## src/rtl/core/wrp_pkg.sv

```systemverilog
package wrp_pkg;

    localparam int MAX_CLUSTERS        = 16;
    localparam int MAX_CLUSTER_SERVERS = 256;
    localparam int MAX_REPLICAS        = 16;

    localparam int CL_AW   = $clog2(MAX_CLUSTERS);
    localparam int DECK_AW = $clog2(MAX_CLUSTER_SERVERS);

    localparam logic [31:0] HASH_XOR     = 32'hdead1234;
    localparam logic [31:0] HASH_MUL     = 32'd2654435761;
    localparam logic [31:0] DRAW_SALT    = 32'h00b90738;
    localparam logic [31:0] PICK_SALT    = 32'h00fea937;
    localparam logic [31:0] PICK_KEY_XOR = 32'd11;
    localparam logic [31:0] SEED_FIRST   = 32'd521288629;
    localparam logic [31:0] SEED_SECOND  = 32'd362436069;
    localparam logic [15:0] MWC_MUL_A    = 16'd18000;
    localparam logic [15:0] MWC_MUL_B    = 16'd18879;

    localparam logic       ACT_ADD   = 1'b0;
    localparam logic       ACT_PLACE = 1'b1;

    localparam logic [1:0] ST_SERVER   = 2'd0;
    localparam logic [1:0] ST_ADDED    = 2'd1;
    localparam logic [1:0] ST_FULL     = 2'd2;
    localparam logic [1:0] ST_TOO_MANY = 2'd3;

    typedef enum logic [4:0] {
        S_IDLE,
        S_EMIT,
        S_ADD_MUL,
        S_ADD_WR,
        S_HASH,
        S_CL_RD,
        S_CL_WAIT,
        S_CL_SETUP,
        S_DR_RNG,
        S_DR_MUL,
        S_DR_CMP,
        S_DR_DONE,
        S_PK_SEED,
        S_PK_RNG,
        S_PK_MUL,
        S_PK_RD,
        S_PK_EMIT,
        S_NEXT
    } t_state;

    typedef struct packed {
        logic [8:0]  sz;
        logic [15:0] w;
        logic [11:0] sb;
        logic [27:0] wb;
    } t_centry;

    typedef struct packed {
        logic       we;
        logic [CL_AW-1:0] waddr;
        t_centry    wdata;
        logic [CL_AW-1:0] raddr;
    } t_ctab_ctl;

    typedef struct packed {
        logic        seed;
        logic        step;
        logic [31:0] a;
        logic [31:0] b;
    } t_rng_ctl;

    typedef struct packed {
        logic               clr;
        logic               we;
        logic [DECK_AW-1:0] waddr;
        logic [DECK_AW-1:0] wdata;
        logic               re;
        logic [DECK_AW-1:0] ra;
        logic [DECK_AW-1:0] rb;
    } t_deck_ctl;

endpackage

```

## src/rtl/core/wrp_ctab.sv

```systemverilog
module wrp_ctab (
    input  logic               i_clk,
    input  wrp_pkg::t_ctab_ctl i_ctl,
    output wrp_pkg::t_centry   o_rdata
);

    wrp_pkg::t_centry mem [wrp_pkg::MAX_CLUSTERS];
    wrp_pkg::t_centry r_rdata;

    always_ff @(posedge i_clk) begin
        if (i_ctl.we) begin
            mem[i_ctl.waddr] <= i_ctl.wdata;
        end
        r_rdata <= mem[i_ctl.raddr];
    end

    assign o_rdata = r_rdata;

endmodule

```

## config.mk

```make
export PLATFORM = sky130hd
export DESIGN_NAME = wrp_ctab
export DESIGN_NICKNAME = d
export VERILOG_FILES = /design/src/rtl/core/wrp_pkg.sv /design/src/rtl/core/wrp_ctab.sv
export SDC_FILE = /design/constraint.sdc
export NUM_CORES = 1
export LEC_CHECK = 0
export BUFFER_PORTS_ARGS = -buffer_cell sky130_fd_sc_hd__buf_2
export CORE_UTILIZATION = 50
export DETAILED_ROUTE_END_ITERATION = 8
export PLACE_DENSITY = 0.73
export RECOVER_POWER = 100
export SYNTH_ARGS = -nofsm -noshare
export SYNTH_HDL_FRONTEND = slang
export SYNTH_SLANG_ARGS = --single-unit
export TNS_END_PERCENT = 1
```

## constraint.sdc

```tcl
create_clock -name i_clk -period 6.6 [get_ports i_clk]
set_input_delay 1.32 -clock i_clk [delete_from_list [all_inputs] [get_ports i_clk]]
set_output_delay 1.32 -clock i_clk [all_outputs]
set_load 0.03 [all_outputs]
```

## Word level (Yosys, flattened, before mapping)

Memories as Yosys holds them, arrays and structs flattened. A register that Yosys moved wholly into a read port is not among the register bits.
Cells that the tools add are included.

- Bits in registers: 0
- Bits in writable memories: 1040
- Input port bits: 75
- Output and inout bits: 65
- Word-level logic and storage cells: 3
- Memories kept: 1

- Muxes and demuxes: 2

Memories:

| name | depth | bits a word | rd ports | clocked after Yosys merged registers in | write ports | RTL line | RTL |
|---|---|---|---|---|---|---|---|
| mem | 16 | 65 | 1 | 1 | 1 | wrp_ctab.sv:7 | `wrp_pkg::t_centry mem [wrp_pkg::MAX_CLUSTERS];` |

Operators with widths:

| operator | count |
|---|---|
| 1-bit two-way mux | 2 |

## Longest topological paths before layout

- Depth in word-level cells: 2
- Gate-level depth with buffers: 6
- Gate-level depth less buffers: 3

## Least setup slack after synthesis

OpenSTA, ideal clock, no wires.

- Path type: in2reg
- Start: input i_ctl[71] (netlist bit)
- End: memory mem[0][0] (netlist bit) (enable)
- Setup time: 569 ps
- Data arrival time: 6176 ps
- Data required time: 6031 ps
- Path slack: -145 ps
- Cell stages on the path: 2
- Buffers on the path: 0
- Cell sequence: or3b_1 nor3_1

RTL lines:

| item | RTL line | RTL |
|---|---|---|
| start: declaration | wrp_ctab.sv:3 | `input wrp_pkg::t_ctab_ctl i_ctl,` |
| end: declaration | wrp_ctab.sv:7 |  |

Straight into the memory's write port.

## Worst setup path in the final report

- Start: input i_ctl[72] (netlist bit)
- End: memory mem[4][27] (netlist bit) (enable)

Straight into the memory's write port.

==> impl_metrics.ini <==
[outcome]
run_status = finished with violations
violations = max-capacitance violations, max-slew violations

[synthesis]
ys_seq_area_share_pct = 80.8
netlist_instances = 1673
yosysWarnings = 0
synth_ff_type = edfxtp_1
yosysTopAreaCell = edfxtp_1
synth_cell_types = 19
avgSynthCellArea_um2 = 24.1
synth_area_leaders = edfxtp_1, mux4_2, dfxtp_1
yosysTopAreaCellShare_pct = 77.6
postSynth.asyncResetShare_pct = 0
syn_nets = 1748
syn_area_mm2 = 0.0402
synth_seq_cells = 1105
synth_edf_count = 1040

[global_routing]
antenna_found_initial = 10
grt_pass1_vias = 19200
grt_max_degree = 108
grt-ovfl-total = 0
grt_pass1_wl_um = 124000
grt_use_total_pct = 20.9

[floorplan]
die_area_mm2 = 0.0816
start_util_pct = 50.8
dieWidth_um = 286
die_y_um = 286
rows = 103
io_pins = 140
core_area_mm2 = 0.0793

[route]
finalWirelength_um = 83400
drc = 0
vias = 18100
first_pass_iters = 5
wire_per_inst_um = 27.7
detail_route.iter0.violations = 1873
ant_nets = 0
vias_per_cell = 6.01

[clock_tree]
numCtsBuffers = 103
cts_resized = 0
cts.sinks = 1105
clockBufferDepth = 3
clockRootBuffer = clkbuf_16
cts_setup_buffers = 0
clkSlewWorstSetupHoldPaths_ns = 0.06
ctsHoldBuffers = 0
cts_tree = yes
clk_latency_ns = 0.66
cts_htree_levels = 3

[hold_path]
holdPathStages = 3
hold_start = mem[14][41]
hp-class = flop to flop
hold_end = o_rdata[41]

[critical_path]
start_kind = input pin
required_ns = 6.84
cp-end-kind = flop
cp_max_fo = 39
r2r-end = o_rdata[48]
timing.rr.start = mem[3][48]
arrival_ns = 5.00
rrSetupSlack_ns = 5.17
worstSetupPathType = input pin to flop
reg2regPathDepth = 3

[placement]
dp_hpwl_um = 42700
dp_slack_ns = 2.70
portBuffers = 139
gp_congestion = 0.705

[timing]
period_needed_ns = 4.75
max_slew.worst_pin.slew_ns = 3.91
setup_violations = 0
rsz0062_at_grt = false
max_slew_margin_pct = -161
fin_skew_ns = 0.0227
fin_ws_ns = 1.85
fmax_mhz = 210
hold_viol = 0
fin_crit_sh_pct = 72.0
drv_slew = 656
tns_ns = 0

[cells_and_area]
area_growth_pct = 12.7
utilization_pct = 57.2
layout-drive-gt1-share_pct = 23.2
num-fill-cells = 5605
final_nets = 1950

[flow_run]
drv_cap = 24

[power]
leakagePower_nw = 14.2
cellPowerDensity_mw_per_mm2 = 318
ir_worst_vdd_v = 0.000190
-- metrics by stage --
| stage | cells | area (um2) | hold WS (ns) | power [mW] |
|---|---|---|---|---|
| 2_1_floorplan | 1673 | 40200 | 0.635 | 8.50 |
| 3_3_place_gp | 2820 | 42300 | 0.642 | 8.77 |
| 3_5_place_dp | 2820 | 42300 | 0.657 | 8.80 |
| 4_1_cts | 3011 | 45700 | 0.672 | 14.5 |
| 5_1_grt | 3013 | 45300 | 0.685 | 14.8 |
| 6_report | 3013 | 45300 | 0.667 | 14.4 |
-- report_power, final --
group	switching, mW	leakage (nW)	internal [mW]
Clock	2.46	1.65	3.35
Sequential	0.0581	9.94	7.85
Combinational	0.466	2.59	0.251
-- synthesized netlist by cell type (2+ instances only) --
cell type / instances
mux4_2: 260
nor2_1: 13
clkbuf_1: 36
edfxtp_1: 1040
nand2_1: 66
nor2b_1: 2
dfxtp_1: 65
nand2b_1: 2
buf_6: 15
buf_4: 7
nand3b_1: 2
nor3_1: 4
a22oi_1: 130
buf_1: 5
buf_2: 22
-- cell type report --
type                    instances  area (um2)  area share (%)
well taps                    1050        1310            2.90
clock inverters                42         358           0.789
clock buffers                 149        3000            6.62
flip-flops and latches       1105       32500            71.7
multi-input cells             482        7260            16.0
diodes                          2        5.00          0.0110
repair buffers                183         875            1.93
-- metal layers --
layer	wire (um)	share of wire (%)	global-route usage [%]
met3	6960	8.3	4.55
met1	33300	40	29.0
met4	1540	1.8	5.71
met5	92	0.11	0
met2	41600	50	33.8
-- flip-flops by register name, summed over array words and instances, names as in the netlist --
name and count:
mem 1040, o_rdata 65
-- kinds of logic after synthesis --
group | after synthesis | share of synthesized area, %
flops | 1105 | 80.8
mux | 260 | 14.6
compound gates | 130 | 2.43
simple gates | 92 | 0.936
buf+inv | 86 | 1.24
-- worst max path at each step --
stage,start,to,slack (ns),cells past startpoint
after floorplan,i_ctl[71],mem[8][0],0.08,2
after detailed placement,i_ctl[71],mem[0][46],2.70,4
final,i_ctl[72],mem[4][27],1.85,5
after CTS,i_ctl[71],mem[0][47],3.40,4
after global placement,i_ctl[71],mem[0][33],2.71,4
after global routing,i_ctl[72],mem[4][27],1.68,5
-- worst max-delay path: stages --
cell and delay [ns]:
clkbuf_1 0.10, nand3b_1 0.35, nor3_1 0.27, clkbuf_1 1.58, clkbuf_2 1.33
-- cell usage in the layout, fill, tap and decap left out, types with 4 or more instances in the layout --
cell,Yosys,layout
a22oi_1,130,130
buf_12,0,5
buf_4,7,21
bufinv_16,0,5
clkbuf_1,36,174
clkbuf_16,0,105
clkbuf_8,0,21
clkinv_1,0,12
clkinv_2,0,18
dfxtp_1,65,65
edfxtp_1,1040,1040
mux4_2,260,260
nand2_1,66,66
nor2_1,13,8
nor2_4,0,5
nor3_1,4,4
(Power assumes the default switching activity.)
