<file path="config.mk">
export PLATFORM = sky130hd
export DESIGN_NAME = wrp_mwc
export DESIGN_NICKNAME = d
export VERILOG_FILES = /design/src/rtl/core/wrp_pkg.sv /design/src/rtl/core/wrp_mwc.sv
export SDC_FILE = /design/constraint.sdc
export NUM_CORES = 1
export LEC_CHECK = 0
export ABC_AREA = 0
export BUFFER_PORTS_ARGS = -buffer_cell sky130_fd_sc_hd__clkbuf_2
export CORE_MARGIN = 3
export CORE_UTILIZATION = 40
export CTS_BUF_LIST = sky130_fd_sc_hd__clkbuf_4 sky130_fd_sc_hd__clkbuf_8 sky130_fd_sc_hd__clkbuf_16
export DETAILED_ROUTE_END_ITERATION = 8
export PLACE_DENSITY = 0.71
export SLEW_MARGIN = 20
export SYNTH_ARGS = -nofsm -noshare
export SYNTH_HDL_FRONTEND = slang
export SYNTH_SLANG_ARGS = --single-unit
</file>
<file path="constraint.sdc">
create_clock -name i_clk -period 6.3 [get_ports i_clk]
set_clock_uncertainty 0.05 [all_clocks]
set_input_delay 0.945 -clock i_clk [delete_from_list [all_inputs] [get_ports i_clk]]
set_output_delay 0.945 -clock i_clk [all_outputs]
set_load 0.1 [all_outputs]
</file>
<file path="src/rtl/core/wrp_pkg.sv">
package wrp_pkg;

    localparam int MAX_CLUSTERS        = 16;
    localparam int MAX_CLUSTER_SERVERS = 256;
    localparam int MAX_REPLICAS        = 16;

    localparam int CL_AW   = $clog2(MAX_CLUSTERS);
    localparam int DECK_AW = $clog2(MAX_CLUSTER_SERVERS);

    localparam logic [31:0] HASH_XOR     = 32'hdead1234;
    localparam logic [31:0] HASH_MUL     = 32'd2654435761;
    localparam logic [31:0] DRAW_SALT    = 32'h00b90738;
    localparam logic [31:0] PICK_SALT    = 32'h00fea937;
    localparam logic [31:0] PICK_KEY_XOR = 32'd11;
    localparam logic [31:0] SEED_FIRST   = 32'd521288629;
    localparam logic [31:0] SEED_SECOND  = 32'd362436069;
    localparam logic [15:0] MWC_MUL_A    = 16'd18000;
    localparam logic [15:0] MWC_MUL_B    = 16'd18879;

    localparam logic       ACT_ADD   = 1'b0;
    localparam logic       ACT_PLACE = 1'b1;

    localparam logic [1:0] ST_SERVER   = 2'd0;
    localparam logic [1:0] ST_ADDED    = 2'd1;
    localparam logic [1:0] ST_FULL     = 2'd2;
    localparam logic [1:0] ST_TOO_MANY = 2'd3;

    typedef enum logic [4:0] {
        S_IDLE,
        S_EMIT,
        S_ADD_MUL,
        S_ADD_WR,
        S_HASH,
        S_CL_RD,
        S_CL_WAIT,
        S_CL_SETUP,
        S_DR_RNG,
        S_DR_MUL,
        S_DR_CMP,
        S_DR_DONE,
        S_PK_SEED,
        S_PK_RNG,
        S_PK_MUL,
        S_PK_RD,
        S_PK_EMIT,
        S_NEXT
    } t_state;

    typedef struct packed {
        logic [8:0]  sz;
        logic [15:0] w;
        logic [11:0] sb;
        logic [27:0] wb;
    } t_centry;

    typedef struct packed {
        logic       we;
        logic [CL_AW-1:0] waddr;
        t_centry    wdata;
        logic [CL_AW-1:0] raddr;
    } t_ctab_ctl;

    typedef struct packed {
        logic        seed;
        logic        step;
        logic [31:0] a;
        logic [31:0] b;
    } t_rng_ctl;

    typedef struct packed {
        logic               clr;
        logic               we;
        logic [DECK_AW-1:0] waddr;
        logic [DECK_AW-1:0] wdata;
        logic               re;
        logic [DECK_AW-1:0] ra;
        logic [DECK_AW-1:0] rb;
    } t_deck_ctl;

endpackage

</file>
<file path="src/rtl/core/wrp_mwc.sv">
module wrp_mwc (
    input  logic              i_clk,
    input  logic              i_rst_n,
    input  wrp_pkg::t_rng_ctl i_ctl,
    output logic [31:0]       o_rnd
);

    logic [31:0] r_first;
    logic [31:0] r_second;
    logic [31:0] n_first;
    logic [31:0] n_second;

    always_comb begin
        n_first  = r_first;
        n_second = r_second;
        if (i_ctl.seed) begin
            // a zero seed would lock the generator, take the reset constant
            n_first  = (i_ctl.a == 32'd0) ? wrp_pkg::SEED_FIRST : i_ctl.a;
            n_second = (i_ctl.b == 32'd0) ? wrp_pkg::SEED_SECOND : i_ctl.b;
        end else if (i_ctl.step) begin
            n_first  = wrp_pkg::MWC_MUL_A * r_first[15:0] + {16'd0, r_first[31:16]};
            n_second = wrp_pkg::MWC_MUL_B * r_second[15:0] + {16'd0, r_second[31:16]};
        end
    end

    always_ff @(posedge i_clk) begin
        if (!i_rst_n) begin
            r_first  <= wrp_pkg::SEED_FIRST;
            r_second <= wrp_pkg::SEED_SECOND;
        end else begin
            r_first  <= n_first;
            r_second <= n_second;
        end
    end

    assign o_rnd = {r_first[15:0], r_second[15:0]};

endmodule

</file>
### Yosys cells after proc, flatten, opt, wreduce, memory -nomap -nowiden

Cells that the tools add are included.
Widths: inputs -> output; s select.

* add/sub/neg operators: 2
* $mul: 2
* mux-type cells: 6
* reductions and logical operators: 3

Operators with widths (count)
* $mux 32: 6
* $add 31x16->32: 2
* $logic_not 32->1: 2
* $mul 15x16->31 const A: 1
* $mul 11x16->27 const A: 1
* $reduce_bool 2->1: 1

* bits in registers: 64
* input bits: 68
* output and inout port bits: 32
* logic and storage cells: 15

### Depth between registers and ports, before layout

Gate-level depths: netlist of the first run.

* depth in word-level cells: 4
* mapped depth: 24
* mapped depth without buffers: 23

### Worst setup path before layout of the first run

No wires, ideal clock.

* kind: reg2reg
* start point: register r_second[8]
* end point: register r_second[23]
* library setup time: 0.131 ns
* arrival time: 5.864 ns
* required time: 6.119 ns
* setup slack: 0.255 ns
* stages on the path, launching flop included: 24
* path buffers: 0
* clock period less this slack: 6.045 ns
* cell sequence: dfxtp_1 > inv_1 > fa_1 > inv_1 > fa_1 > inv_1 > fa_1 > inv_1 > ha_1 > fa_1 > inv_1 > fa_1 > inv_1 > ha_1 > a21o_1 > a21oi_1 > o21ai_0 > a211o_1 > a21oi_1 > o21ai_0 > a2111oi_0 > nor2_1 > xnor2_1 > o211ai_1

* longest elaborated chain between the ends: 4

Ends and longest elaborated chain
* start, declared: RTL line wrp_mwc.sv:9 `logic [31:0] r_second;`
* start signal, assigned: RTL line wrp_mwc.sv:29 `r_second <= wrp_pkg::SEED_SECOND;`
* start signal, assigned: RTL line wrp_mwc.sv:32 `r_second <= n_second;`
* $mul 15x16->31: RTL line wrp_mwc.sv:22 `n_second = wrp_pkg::MWC_MUL_B * r_second[15:0] + {16'd0, r_second[31:16]};`
* $add 31x16->32: RTL line wrp_mwc.sv:22
* $mux 32: RTL line wrp_mwc.sv:20 `end else if (i_ctl.step) begin`
* $mux 32: RTL line wrp_mwc.sv:16 `if (i_ctl.seed) begin`

Every way passes these cells. The select of a mux whose other input is x is not followed.
A chain may end at the register's enable or synchronous reset.

### Worst setup path in the final report of the first run

* start point: register r_first[7]
* end point: register r_first[27]

* longest elaborated chain between the ends: 4

Ends and longest elaborated chain
* start, declared: RTL line wrp_mwc.sv:8 `logic [31:0] r_first;`
* start signal, assigned: RTL line wrp_mwc.sv:28 `r_first <= wrp_pkg::SEED_FIRST;`
* start signal, assigned: RTL line wrp_mwc.sv:31 `r_first <= n_first;`
* $mul 11x16->27: RTL line wrp_mwc.sv:21 `n_first = wrp_pkg::MWC_MUL_A * r_first[15:0] + {16'd0, r_first[31:16]};`
* $add 31x16->32: RTL line wrp_mwc.sv:21
* $mux 32: RTL line wrp_mwc.sv:20
* $mux 32: RTL line wrp_mwc.sv:16

Every way passes these cells. The select of a mux whose other input is x is not followed.

==> out/results.txt, run 1 <==
combinational family with the most area after synthesis: adder cells
final worst path period need: 6.13 ns
WHS Path Cells: 2
routed vias: 10641
number of global-route vias before repair: 10673
critical-path cell list: ha_1 -> ha_1 -> fa_1 -> fa_1 -> inv_1 -> fa_1 -> inv_1 -> ha_1 -> a21oi_2 -> nor2_1 -> nor4b_2 -> a21oi_1 -> xnor2_1 -> or2_2 -> or4_1 -> or3_1 -> a21oi_1 -> o21ai_1
post-detail-place hpwl: 31.2 mm
Post-synth ARST share: 0%
CTS tree: built
Worst R2R Path Depth: 18
RSZ-0062 raised after global routing: true
Netlist cell types: 67
Reg clk slew, reported paths: 0.07 ns
mux cell area share after synthesis: 0.494%
Max Cap Viol: 0
# setup viols final: 0
Placed Area: 0.0134 sq mm
WP data required: 6.48 ns
Min Hold Slack: 0.475 ns
Die Width: 182 microns
largest net degree at the start of global routing: 62
status: finished, final reports clean
Slew Limit Fails: 0
Yosys top cell area share: 24.5%
first-pass iteration count of the detailed router: 5
Initial Utilization: 41.2%
WP data arrival: 6.31 ns
main flop type after synthesis: dfxtp_1
Post-Syn Area: 0.0124 sq mm
Final Instance Area: 0.0138 sq mm
Tightest Pin Transition: 0.959 ns
Synth Area in XOR/XNOR: 4.16%
startpoint types: flop
Inserted Clock Buffers: 9
Die Area: 0.0332 sq mm
Clock Latency Late Sink: 0.35 ns
GRT Overall Usage: 22.3%
GRT Max-Usage Layer: met2
fmax: 163 MHz
IO buf count: 99
via/cell ratio: 5.54
Root Driver: clkbuf_16
ant diodes: 0
nets: 1977
Worst slew margin: 35.8%
CTS Sinks: 64
GR Util met3: 4.15%
worst stage delay on the critical path: 0.65 ns
final period utilization: 97.3%
Routed Antenna Nets: 0
Mapped Nets: 1884
core area: 0.0301 sq mm
GRT Residual Overflow: 0
wire per inst: 19.4 microns
area grow syn2layout: 11.0%
Post-Synth Adder-Cell Area: 46.9%
drt drc: 0
top post-synthesis cells by area: ha_1, fa_1, dfxtp_1, inv_1, a21oi_1
syn avg cell area: 8.66 sq um
share of layout cells above drive strength 1: 12.9%
antenna violations before repair: 0
maximum clock path buffer count: 2
CP Class: reg -> reg
Fin. Hold Viols: 0
Reg2Reg Setup Slack: 0.17 ns
initial DRC count: 785
Syn Inst Count: 1434
first-pass GRT wire length: 57.8 mm
Yosys reg bits: 64
number of flops mapped to enable cells by yosys: 0
H-tree levels: 3
Slowest cell on crit path: or4_1
Final GP Congestion: 0.980
Compound-Gate Fraction of Synth Area: 16.0%
Hold Crit Class: reg -> reg
Max FO, Critical Path: 7
CP Capture Type: flop
met2 Use GR: 37.2%
num rows: 63
register area share after synthesis: 10.3%
simple-gate area share of the yosys netlist: 10.4%
M1 GR Usage: 28.9%
die height: 182 microns
Detailed Route WL: 37.3 mm
Yosys Warn Count: 0
Ports: 100
Synth area leader: ha_1
layer usage:
metal  vias to the layer above  wire, microns
li1                       5027              -
met1                      5138          15800
met2                       395          17400
met3                        81           2640
met4                         0           1490
met5                         -              0
worst max-delay path: cells and delay by family (launching register included):
family          cells  cell delay (ns)
compound gates      4             0.73
xor+xnor            1             0.21
fa+ha+maj           6             2.57
buf+inv             2             0.10
flops               1             0.51
simple gates        5             1.84
cell type report:
type / instances / area [sq um]
Multi-Input combinational cell: 1018 / 9750
Clock inverter: 6 / 67.6
Inverter: 282 / 1060
Fill cell: 2930 / 16300
Clock buffer: 10 / 239
Sequential cell: 64 / 1280
Timing Repair Buffer: 152 / 893
Tap cell: 390 / 488
cell usage after synthesis (6+ instances only):
cell,count
nor4_1,19
o21ai_0,75
nor2b_1,12
nand3_1,22
clkbuf_1,28
o21a_1,12
a31oi_1,10
nand4_1,7
a21oi_1,79
nand2b_1,10
nor3_1,28
a21o_1,19
xnor2_1,42
buf_4,33
fa_1,139
xor2_1,17
o2111ai_1,6
inv_1,281
ha_1,243
a211oi_1,28
o211ai_1,14
nand2_1,62
dfxtp_1,64
o22ai_1,10
nor2_1,76
final timing paths:
path                                   from                        end
hold reg to reg   r_second[23]$_SDFFE_PN1P_  r_second[23]$_SDFFE_PN1P_
setup reg to reg    r_first[7]$_SDFFE_PN1P_   r_first[27]$_SDFFE_PN1P_
setup / recovery    r_first[7]$_SDFFE_PN1P_   r_first[27]$_SDFFE_PN1P_
hold / removal    r_second[23]$_SDFFE_PN1P_  r_second[23]$_SDFFE_PN1P_
kinds of logic after synthesis:
kind of cell	Yosys count
mux	6
xor+xnor	59
compound gates	308
buf+inv	352
fa+ha+maj	382
simple gates	263
flops	64
cell usage in the layout (no fill, tap or decap), drive strengths merged, types with 5 or more instances in the layout:
cell	count
mux2i	5
xor2	17
nor2	76
a211oi	29
nand4	7
nand2	63
nand3	22
a21o	19
nor3b	5
buf	53
xnor2	42
nor3	28
inv	283
o21a	12
ha	243
fa	139
o211a	5
a31oi	10
clkbuf	109
o22ai	10
nand2b	10
dfxtp	64
nor2b	12
o21ai	80
o211ai	15
o2111ai	6
a21oi	79
nor4	20
per-stage QoR:
| stage | utilization [%] | setup WS, ns | cells | setup TNS (ns) |
|---|---|---|---|---|
| after floorplan | - | 0.255 | 1434 | 0 |
| after global placement | 44.5 | 0.0417 | 1904 | 0 |
| after detailed placement | 44.5 | -0.0514 | 1904 | -0.0514 |
| after CTS | 45.5 | 0.0676 | 1920 | 0 |
| after global routing | 45.8 | -0.0421 | 1922 | -0.0609 |
| final | 45.8 | 0.169 | 1922 | 0 |
flip-flops by register name, summed over array words and instances, names as in the netlist:
| name | count |
|---|---|
| r_second | 32 |
| r_first | 32 |
what timing repair did:
item                       CTS  global route
buffers inserted             0             2
hold buffers                 0             0
resized for setup            1            22
pin swaps                    0             6
setup endpoints to repair    2            16
Power of run 1 is left out: the tool's default activity adds up to more than one toggle a clock period on the data nets, which glitch-free logic cannot reach.
==> run 2: changes to the inputs <==
--- a/config.mk
+++ b/config.mk
@@ -9,10 +9,9 @@
 export BUFFER_PORTS_ARGS = -buffer_cell sky130_fd_sc_hd__clkbuf_2
 export CORE_MARGIN = 3
 export CORE_UTILIZATION = 40
-export CTS_BUF_LIST = sky130_fd_sc_hd__clkbuf_4 sky130_fd_sc_hd__clkbuf_8 sky130_fd_sc_hd__clkbuf_16
+export CTS_BUF_LIST = sky130_fd_sc_hd__clkbuf_8
 export DETAILED_ROUTE_END_ITERATION = 8
 export PLACE_DENSITY = 0.71
-export SLEW_MARGIN = 20
 export SYNTH_ARGS = -nofsm -noshare
 export SYNTH_HDL_FRONTEND = slang
 export SYNTH_SLANG_ARGS = --single-unit
==> out/results.txt, run 2 (synthesis gave the netlist of run 1 again) <==
routed vias: 10515
Initial Utilization: 41.2%
CP Capture Type: flop
number of fill cells: 2941
Die Area: 0.0332 sq mm
ant diodes: 0
Ports: 100
Detailed Route WL: 37.2 mm
Post-Place Cells: 1904
RSZ-0062 raised after global routing: true
GRT Overall Usage: 22.2%
IO buf count: 99
num rows: 63
critical-path cell list: ha_1 -> ha_1 -> fa_1 -> fa_1 -> inv_1 -> fa_1 -> inv_1 -> ha_1 -> a21oi_2 -> nor2_1 -> nor4b_2 -> a21oi_1 -> xnor2_1 -> or2_2 -> or4_1 -> or3_1 -> a21oi_1 -> o21ai_1
GRT Residual Overflow: 0
final period utilization: 97.5%
delay-heaviest family, CP: adder cells
post-route insts no fill: 1922
via/cell ratio: 5.47
number of global-route vias before repair: 10586
drt drc: 0
most frequent cells in the layout: inv_1, ha_1, fa_1, clkbuf_2
Die Width: 182 microns
Final GP Congestion: 0.980
CP bufs+invs: 2
wire per inst: 19.3 microns
share of layout cells above drive strength 1: 12.9%
Hold Crit Class: reg -> reg
# setup viols final: 0
Max FO, Critical Path: 7
WP data arrival: 6.36 ns
status: finished, final reports clean
startpoint types: flop
Routed Antenna Nets: 0
fmax: 163 MHz
Min Hold Slack: 0.473 ns
Clock Latency Late Sink: 0.38 ns
Reg clk slew, reported paths: 0.09 ns
nets: 1977
antenna violations before repair: 0
Worst slew margin: 35.9%
first-pass GRT wire length: 57.4 mm
CTS tree: built
Slowest cell on crit path: or4_1
post-route setup TNS: 0 ns
first-pass iteration count of the detailed router: 6
most common cell after layout, fill and taps aside: inv_1
post-detail-place hpwl: 31.2 mm
Largest regs: r_first (32), r_second (32)
worst stage delay on the critical path: 0.65 ns
CTS Hold Bufs: 0
Final Util: 45.4%
H-tree levels: 3
Slew Limit Fails: 0
Inserted Clock Buffers: 9
Root Driver: clkbuf_8
largest net degree at the start of global routing: 62
WP data required: 6.51 ns
CP Class: reg -> reg
die height: 182 microns
maximum clock path buffer count: 2
Fin. Hold Viols: 0
core area: 0.0301 sq mm
Max Cap Viol: 0
initial DRC count: 695
final worst path period need: 6.15 ns
area grow syn2layout: 10.2%
Tightest Pin Transition: 0.958 ns
CTS Sinks: 64
[run 2: cell types whose count changed in the layout (fill, tap and decap cells not counted)]
| cell | delta |
|---|---|
| clkbuf_16 | -9 |
| dfxtp_1 | -1 |
| dfxtp_2 | +1 |
| clkbuf_8 | +9 |
[run 2: area by class of cell]
cell class | count | area [sq um] | area share (%)
multi-input cells | 1018 | 9750 | 71.3
flip-flops and latches | 64 | 1290 | 9.40
inverters | 282 | 1060 | 7.74
repair buffers | 152 | 893 | 6.53
well taps | 390 | 488 | 3.57
clock buffers | 10 | 138 | 1.01
clock inverters | 6 | 67.6 | 0.494
[run 2: worst paths after layout]
kind / from / end / slack [ns] / depth (start not counted)
setup / recovery: r_first[7]$_SDFFE_PN1P_ / r_first[27]$_SDFFE_PN1P_ / 0.15 / 18
hold / removal: r_second[23]$_SDFFE_PN1P_ / r_second[23]$_SDFFE_PN1P_ / 0.47 / 2
setup reg to reg: r_first[7]$_SDFFE_PN1P_ / r_first[27]$_SDFFE_PN1P_ / 0.15 / 18
hold reg to reg: r_second[23]$_SDFFE_PN1P_ / r_second[23]$_SDFFE_PN1P_ / 0.47 / 2
[run 2: repair_timing]
action                                  CTS  global route
pin swaps                                 0             6
endpoints found under the setup margin    2            16
resized for setup                         1            23
buffers inserted                          0             2
[run 2: per-stage QoR]
stage               instance area (sq um)  setup slack (ns)
global placement                    13400            0.0417
floorplan                           12400             0.255
finish                              13700             0.155
CTS                                 13600            0.0674
global route                        13700           -0.0320
detailed placement                  13400           -0.0514
[run 2: per-layer routing]
layer | global-route usage, % | part of all wire [%] | up-vias
li1 | - | - | 5017
met1 | 28.6 | 42 | 5029
met2 | 36.9 | 46 | 376
met3 | 4.58 | 7.7 | 93
met4 | 8.38 | 4.3 | 0
met5 | 0 | 0 | -
[run 2: worst min-delay path: stages, from the launching register on]
cell	delay [ns]
dfxtp_1	0.34
a21oi_1	0.07
o211ai_1	0.09
Power of run 2 is left out for the same reason.
